[src/design/s2a_pkg.sv]
`timescale 1ns / 1ps
// ----------------------------------------------------------------------------
// s2a_pkg: shared constants for the signed integer to decimal text converter.
// Holds the ASCII codes, the digit count and the stage-to-stage control struct.
// ----------------------------------------------------------------------------
package s2a_pkg;

  localparam int unsigned ValueWidth = 32;
  localparam int unsigned NumDigits  = 10;
  localparam int unsigned BcdWidth   = 4 * NumDigits;
  localparam int unsigned IdxWidth   = 4;

  localparam logic [7:0] AsciiZero  = 8'd48;
  localparam logic [7:0] AsciiMinus = 8'd45;

  // Control that travels beside the data through the conversion pipeline.
  typedef struct packed {
    logic valid;
    logic neg;
  } stage_ctl_t;

endpackage

[src/design/signed_int_to_decimal_ascii.sv]
`timescale 1ns / 1ps
// ----------------------------------------------------------------------------
// signed_int_to_decimal_ascii: prints a signed 32-bit value as decimal ASCII.
//
// The slave channel takes one two's complement value per transaction on
// s_axis_tdata. The master channel gives one character per transaction on
// m_axis_tdata, most significant digit first, with a leading '-' for a
// negative value and no leading zeros; m_axis_tlast marks the final character.
// The most negative value prints through its unsigned magnitude.
//
// The magnitude is converted by a capture stage and a shift-and-add-3 (double
// dabble) pipeline of 32 register stages, one bit per stage, so a value may
// enter every cycle the pipeline moves. A separate emitter then sends 1 to 11
// characters, one per cycle while the receiver accepts them. The sustained
// rate is set by the emitter, which loads each value from the last stage
// first; the pipeline keeps taking values until its last stage holds one.
// When the receiver stalls, the emitter holds its character; the pipeline
// freezes once its last stage holds a value, so nothing is lost or repeated.
// Reset (rst, synchronous, active high) clears all valid bits and the emitter.
// ----------------------------------------------------------------------------
module signed_int_to_decimal_ascii (
  input  logic        clk,
  input  logic        rst,
  input  logic        s_axis_tvalid,
  output logic        s_axis_tready,
  input  logic [31:0] s_axis_tdata,   // [31:0] value
  output logic        m_axis_tvalid,
  input  logic        m_axis_tready,
  output logic [7:0]  m_axis_tdata,   // [7:0] character
  output logic        m_axis_tlast    // last
);
  import s2a_pkg::*;

  localparam int unsigned Stages = ValueWidth;

  // Pipeline registers: remaining binary bits and the BCD digits so far.
  stage_ctl_t                  ctl [Stages+1];
  logic [ValueWidth-1:0]       bin [Stages+1];
  logic [BcdWidth-1:0]         bcd [Stages+1];

  // Emitter state.
  logic                 busy;
  logic                 sign_pend;
  logic [BcdWidth-1:0]  digits;
  logic [IdxWidth-1:0]  idx;
  logic                 advance;
  logic                 emit_done;

  assign advance       = !ctl[Stages].valid || (!busy);
  assign s_axis_tready = advance;

  // Stage 0 captures the magnitude.
  always_ff @(posedge clk) begin
    if (rst) begin
      ctl[0].valid <= 1'b0;
      ctl[0].neg   <= 1'b0;
    end else if (advance) begin
      ctl[0].valid <= s_axis_tvalid;
      ctl[0].neg   <= s_axis_tdata[ValueWidth-1];
    end
    if (advance) begin
      bin[0] <= s_axis_tdata[ValueWidth-1] ? (~s_axis_tdata + 32'd1) : s_axis_tdata;
      bcd[0] <= '0;
    end
  end

  // One double dabble step per stage: adjust each digit, then shift in a bit.
  for (genvar s = 0; s < Stages; s++) begin : g_stage
    logic [BcdWidth-1:0] adj;
    always_comb begin
      for (int d = 0; d < NumDigits; d++) begin
        adj[4*d +: 4] = (bcd[s][4*d +: 4] > 4'd4) ? bcd[s][4*d +: 4] + 4'd3
                                                   : bcd[s][4*d +: 4];
      end
    end
    always_ff @(posedge clk) begin
      if (rst) begin
        ctl[s+1].valid <= 1'b0;
        ctl[s+1].neg   <= 1'b0;
      end else if (advance) begin
        ctl[s+1] <= ctl[s];
      end
      if (advance) begin
        bcd[s+1] <= {adj[BcdWidth-2:0], bin[s][ValueWidth-1]};
        bin[s+1] <= {bin[s][ValueWidth-2:0], 1'b0};
      end
    end
  end

  // Index of the leading nonzero digit (zero prints one digit).
  logic [IdxWidth-1:0] top_idx;
  always_comb begin
    top_idx = '0;
    for (int d = 0; d < NumDigits; d++) begin
      if (bcd[Stages][4*d +: 4] != 4'd0) top_idx = IdxWidth'(d);
    end
  end

  // Character emitter.
  assign m_axis_tvalid = busy;
  assign m_axis_tdata  = sign_pend ? AsciiMinus : (AsciiZero + {4'd0, digits[4*idx +: 4]});
  assign m_axis_tlast  = !sign_pend && (idx == '0);
  assign emit_done     = busy && m_axis_tready && m_axis_tlast;

  always_ff @(posedge clk) begin
    if (rst) begin
      busy      <= 1'b0;
      sign_pend <= 1'b0;
    end else if (!busy) begin
      if (ctl[Stages].valid) begin
        busy      <= 1'b1;
        sign_pend <= ctl[Stages].neg;
      end
    end else if (m_axis_tready) begin
      if (sign_pend) sign_pend <= 1'b0;
      else if (idx == '0) busy <= 1'b0;
    end
  end

  always_ff @(posedge clk) begin
    if (!busy && ctl[Stages].valid) begin
      digits <= bcd[Stages];
      idx    <= top_idx;
    end else if (busy && m_axis_tready && !sign_pend && idx != '0) begin
      idx <= idx - 4'd1;
    end
  end

  // Assertions.
  a_digit_range: assert property (@(posedge clk) disable iff (rst)
    busy && !sign_pend |-> digits[4*idx +: 4] <= 4'd9)
    else $error("digit out of decimal range");
  a_no_take_busy: assert property (@(posedge clk) disable iff (rst)
    busy && ctl[Stages].valid |-> !s_axis_tready)
    else $error("pipeline advanced while emitter holds an item");
  a_done_idle: assert property (@(posedge clk) disable iff (rst)
    emit_done |=> !busy)
    else $error("emitter stayed busy after last character");
  a_idx_range: assert property (@(posedge clk) disable iff (rst)
    busy |-> idx < 4'd10)
    else $error("digit index out of range");

endmodule
[config.mk]
export PLATFORM = sky130hd
export DESIGN_NAME = signed_int_to_decimal_ascii
export DESIGN_NICKNAME = d
export VERILOG_FILES = /design/src/design/s2a_pkg.sv /design/src/design/signed_int_to_decimal_ascii.sv
export SDC_FILE = /design/constraint.sdc
export NUM_CORES = 2
export LEC_CHECK = 0
export ABC_AREA = 1
export BUFFER_PORTS_ARGS = -buffer_cell sky130_fd_sc_hd__buf_2
export CAP_MARGIN = 20
export CORE_MARGIN = 5
export CORE_UTILIZATION = 61
export DETAILED_ROUTE_END_ITERATION = 16
export HOLD_SLACK_MARGIN = 0.1
export PLACE_DENSITY_LB_ADDON = 0.08
export SETUP_SLACK_MARGIN = 0.15
export SLEW_MARGIN = 30
export SYNTH_ARGS = -nofsm -noshare
export SYNTH_HDL_FRONTEND = slang
export SYNTH_SLANG_ARGS = --single-unit
[constraint.sdc]
create_clock -name clk -period 54.2 [get_ports clk]
set_input_delay 8.13 -clock clk [delete_from_list [all_inputs] [get_ports clk]]
set_output_delay 8.13 -clock clk [all_outputs]
set_load 0.02 [all_outputs]
After elaboration in Yosys (flattened, before gate mapping)
Memories as Yosys holds them, arrays and structs flattened. Cells that the tools add are included.

Bits in registers: 46. RAM bits: 2442. Bits of input ports: 36. Output and inout port bits: 11. Word-level logic and storage cells: 1091. Memories kept: 3.

Memory list: bcd (depth 33, bits a word 40, read ports 33, clocked after memory_dff 0, wr ports 33, RTL line signed_int_to_decimal_ascii.sv:39) `logic [BcdWidth-1:0] bcd [Stages+1];`; bin (depth 33, bits a word 32, read ports 32, clocked after memory_dff 0, wr ports 33, RTL line signed_int_to_decimal_ascii.sv:38) `logic [ValueWidth-1:0] bin [Stages+1];`; ctl (depth 33, bits a word 2, read ports 33, clocked after memory_dff 0, wr ports 33, RTL line signed_int_to_decimal_ascii.sv:37) `stage_ctl_t ctl [Stages+1];`.

$add $sub $neg: 323. Magnitude comparators: 320. Equality and inequality tests: 1. Shift-type cells: 1. Mux-type cells: 381. Bitwise gates (word level): 35. Reduce and logical (&&, ||, !) cells: 23.

Operators with widths (number): 4-bit by 3-bit > comparator with 1-bit output, second input constant (320); 4-bit 2-to-1 mux (298); 4-bit by 2-bit adder with 4-bit output, second input constant (288); 3-bit by 2-bit adder with 3-bit output, second input constant (32); 3-bit 2-to-1 mux (32); 2-bit 2-to-1 mux (32); 4-bit nonzero test (10); 40-bit by 7-bit indexed part select with 4-bit output (1); 1-bit OR (34); 32-bit by 1-bit adder with 32-bit output, second input constant (1); 32-bit 2-to-1 mux (1); 32-bit inverter (1); 1-bit 2-to-1 mux (17); 6-bit by 4-bit adder with 7-bit output, first input constant (1); 7-bit 2-to-1 mux (1); 1-bit logical AND (5); 4-bit logical NOT (1); 2-bit nonzero test (2); 4-bit by 1-bit subtractor with 4-bit output, second input constant (1); 1-bit logical NOT (3); 2-bit inequality test, second input constant (1); 2-bit AND reduction (1); 1-bit logical OR (1).

Longest topological paths before layout
An unclocked memory read counts as a cell.

Depth in word-level cells: 12. Mapped depth: 11. Mapped depth without buffers: 11.

Worst setup path before layout
No wires, ideal clock.

Path type: reg-to-output. Start: memory ctl[32][1] (netlist bit). End: output s_axis_tready. Arrival: 25861 ps. Required time: 46070 ps. Setup slack: 20209 ps. Stages on the path, launching flop included: 2. Buffers on the path: 0. Path through: edfxtp_1 nand2_1.

RTL lines: start: declaration (RTL line signed_int_to_decimal_ascii.sv:37); end: declaration (RTL line signed_int_to_decimal_ascii.sv:25) `output logic s_axis_tready,`.

Worst setup path after layout
Start: register idx[0]. End: output m_axis_tdata[2].

Longest elaborated chain between the ends: 3.

Ends and longest elaborated chain: start: declaration (RTL line signed_int_to_decimal_ascii.sv:45) `logic [IdxWidth-1:0] idx;`; start signal: assignment (RTL line signed_int_to_decimal_ascii.sv:123) `idx <= top_idx;`; start signal: assignment (RTL line signed_int_to_decimal_ascii.sv:125) `idx <= idx - 4'd1;`; 40-bit by 7-bit indexed part select with 4-bit output (RTL line signed_int_to_decimal_ascii.sv:101) `assign m_axis_tdata = sign_pend ? AsciiMinus : (AsciiZero + {4'd0, digits[4*idx +: 4]});`; 6-bit by 4-bit adder with 7-bit output (RTL line signed_int_to_decimal_ascii.sv:101); 7-bit 2-to-1 mux (RTL line signed_int_to_decimal_ascii.sv:101); end: declaration (RTL line signed_int_to_decimal_ascii.sv:29) `output logic [7:0] m_axis_tdata,`.

Every way passes these cells.

==> impl_results.md <==
- Status: completed
- Fin worst setup slack: 43.57 ns
- Dpl ws: 44.32 ns
- Data required time at the worst endpoint: 46.07 ns
- M1 GR Usage: 0.173
- Met3 Use GR: 0.0302
- Util after Layout: 0.686
- LEAKAGE: 26.6 nW
- Fmax: 94.0 MHz
- Top Ports: 47
- Fin. max-slew vios: 0
- Max-cap violations: 0
- Total CTS buffers: 139
- Crit Path Category: reg -> out
- Synth unique cells: 41
- Least-Margin Pin Slew: 0.968 ns
- Starting Density: 0.617
- CTS H-tree depth: 4
- Die height: 315 um
- Post-CTS setup buffer count: 0
- Number of global-route vias before repair: 29,039
- Total global routing overflow: 0
- Number of diodes: 0
- First-pass GRT wire length: 125,000 um
- Cell Chain, Critical Path: inv_2 > o21ai_0 > o22ai_1 > nand2_1 > nand3_1 > buf_2
- Commonest non-fill, non-tap cell in the layout: edfxtp_1
- Mapped cell area: 56,700 um^2
- WHS: 0.410 ns
- Dominant synthesized flop cell: edfxtp_1
- CTS Buffer Depth: 3
- CTS Root Cell: clkbuf_16
- Top post-synthesis cells by area: edfxtp_1 (70%), ha_1 (6.9%), inv_1 (4.9%)
- Synth area leader: edfxtp_1
- Starting DRC count in detailed routing: 1,613
- Most frequent cells in the layout: edfxtp_1 (1,318), inv_1 (734), nor2_1 (402)
- Overall Global Routing Usage: 0.149
- Ys async rst share: 0
- Routed vias/inst: 5.05
- Hold Vio Cnt, Final: 0
- Synth top area share: 0.697
- Detailed placement HPWL: 45,400 um
- Antenna violations before repair: 0
- Largest net degree at the start of global routing: 176
- Inst Count DP: 5,546
- Worst min path class: reg -> reg
- Worst-path clk slew: 0.06 ns
- Overall power: 3.38 mW
- CP Data Arrival Time: 2.50 ns
- Synth-to-Final Area Change: 11.1%
- Rel. slew slack: 0.355
- VDD IR max: 0.0320 mV
- Clk_lat worst skew: 0.72 ns
- Remaining antenna violation count: 0
- Synthesized flop and latch total: 1,320
- Clock skew: 0.0203 ns
- Total wire length: 72,200 um
- Pre-Repair DR Iteration Count: 6
- Slowest CP cell: edfxtp_1
- Final setup viols: 0
- Post-synth EDFFs: 1,318
- Routed len/inst: 12.5 um
- Critical path launch point type: flip-flop
- CP delay by family, top: flip-flops
- Die area: 99,200 um^2
- Sequential element share of the synthesized area: 0.698
- Total number of vias: 29,255
- GRT Max-Usage Layer: met2
- Clock period minus worst slack: 10.63 ns
- Unrepaired setup endpoints after global routing: false
- Worst-path maximum fanout: 24
- Hold buffers post-CTS: 0
- Row Count: 111
- Setup tns final: 0 ns
- I/O Buffers: 43
- Met2 Resource Use GR: 0.275
- Cells after Synth: 4,260
- CTS tree: built
- Period utilization: 0.196
- Mean Syn Cell Area: 13.3 um^2
- Share of cells above drive strength 1: 0.0953
- Die Wd: 315 um
- Non-Filler Instances: 5,796
- DRC: 0
- Max incr delay on CP: 0.77 ns
- Post-DP Area: 58,600 um^2
- Core ar.: 91,900 um^2
- Routability cong.: 0.801
- Power Dens Cells: 53.6 nW/um^2
- Post-layout instance area: 63,100 um^2
- CTS Sinks: 1,320
- WP buf/inv: 2
- Critical path endpoint category: output port
- Synth warn: 0
- Gates resized, CTS repair: 0
- Nets: 4,794
[per-layer routing]
| layer | vias to the layer above | part of all wire |
|---|---|---|
| li1 | 14968 | - |
| met1 | 13867 | 0.42 |
| met2 | 282 | 0.53 |
| met3 | 138 | 0.031 |
| met4 | 0 | 0.024 |
| met5 | - | 0 |
[where the power goes]
part	internal [mW]	switching, mW
combinational	0.336	0.443
clock	0.534	0.377
sequential	1.53	0.166
total	2.40	0.986
[cells in the mapped netlist, types with 3 or more instances]
master    number
edfxtp_1    1318
inv_1        734
nor2_1       402
ha_1         313
a21oi_1      305
xor2_1       296
nand2_1      276
o21ai_0      187
o31ai_1      137
or2_2        137
a31oi_1       24
nand3_1       17
buf_2         10
inv_2         10
o21a_1        10
o21ai_1        9
nor2_2         8
o22ai_1        8
nand2_2        5
nand4_1        5
nor3_1         5
nor3_2         5
xnor2_1        5
buf_4          4
clkbuf_1       4
o21ai_2        4
nand2_4        3
[layout make-up]
cell class | instances | area, um^2
flip-flops and latches | 1320 | 39600
fillers | 6327 | 28900
multi-input cells | 2179 | 14300
clock buffers | 165 | 3600
inverters | 744 | 2790
well taps | 1243 | 1560
clock inverters | 84 | 820
repair buffers | 61 | 409
[sequential cells by signal, indices dropped and copies added (netlist names)]
register and count:
idx 4, sign_pend 1, bin 528, digits 40
bcd 680, m_axis_tvalid 1, ctl 66
[worst paths after layout]
kind	slack [ns]	start	depth (start not counted)	to
hold / removal	0.41	bin[0][117]	0	bin[0][150]
setup / recovery	43.57	idx[0]	6	m_axis_tdata[2]
hold reg to reg	0.41	bin[0][117]	0	bin[0][150]
setup reg to reg	49.39	ctl[32][1]	6	bcd[1][210]
[cells by family after synthesis]
kind of cell               count (synthesis)  synth area share
xor gates and xnor gates                 301            0.0465
DFF                                     1320             0.698
buffers and inverters                    762            0.0509
other                                      2          0.000132
AOI/OAI and AO/OA                        688            0.0685
adders and majority gates                313            0.0690
and+or+nand+nor                          874            0.0669
Note: power is estimated with default switching activity, not from simulation.
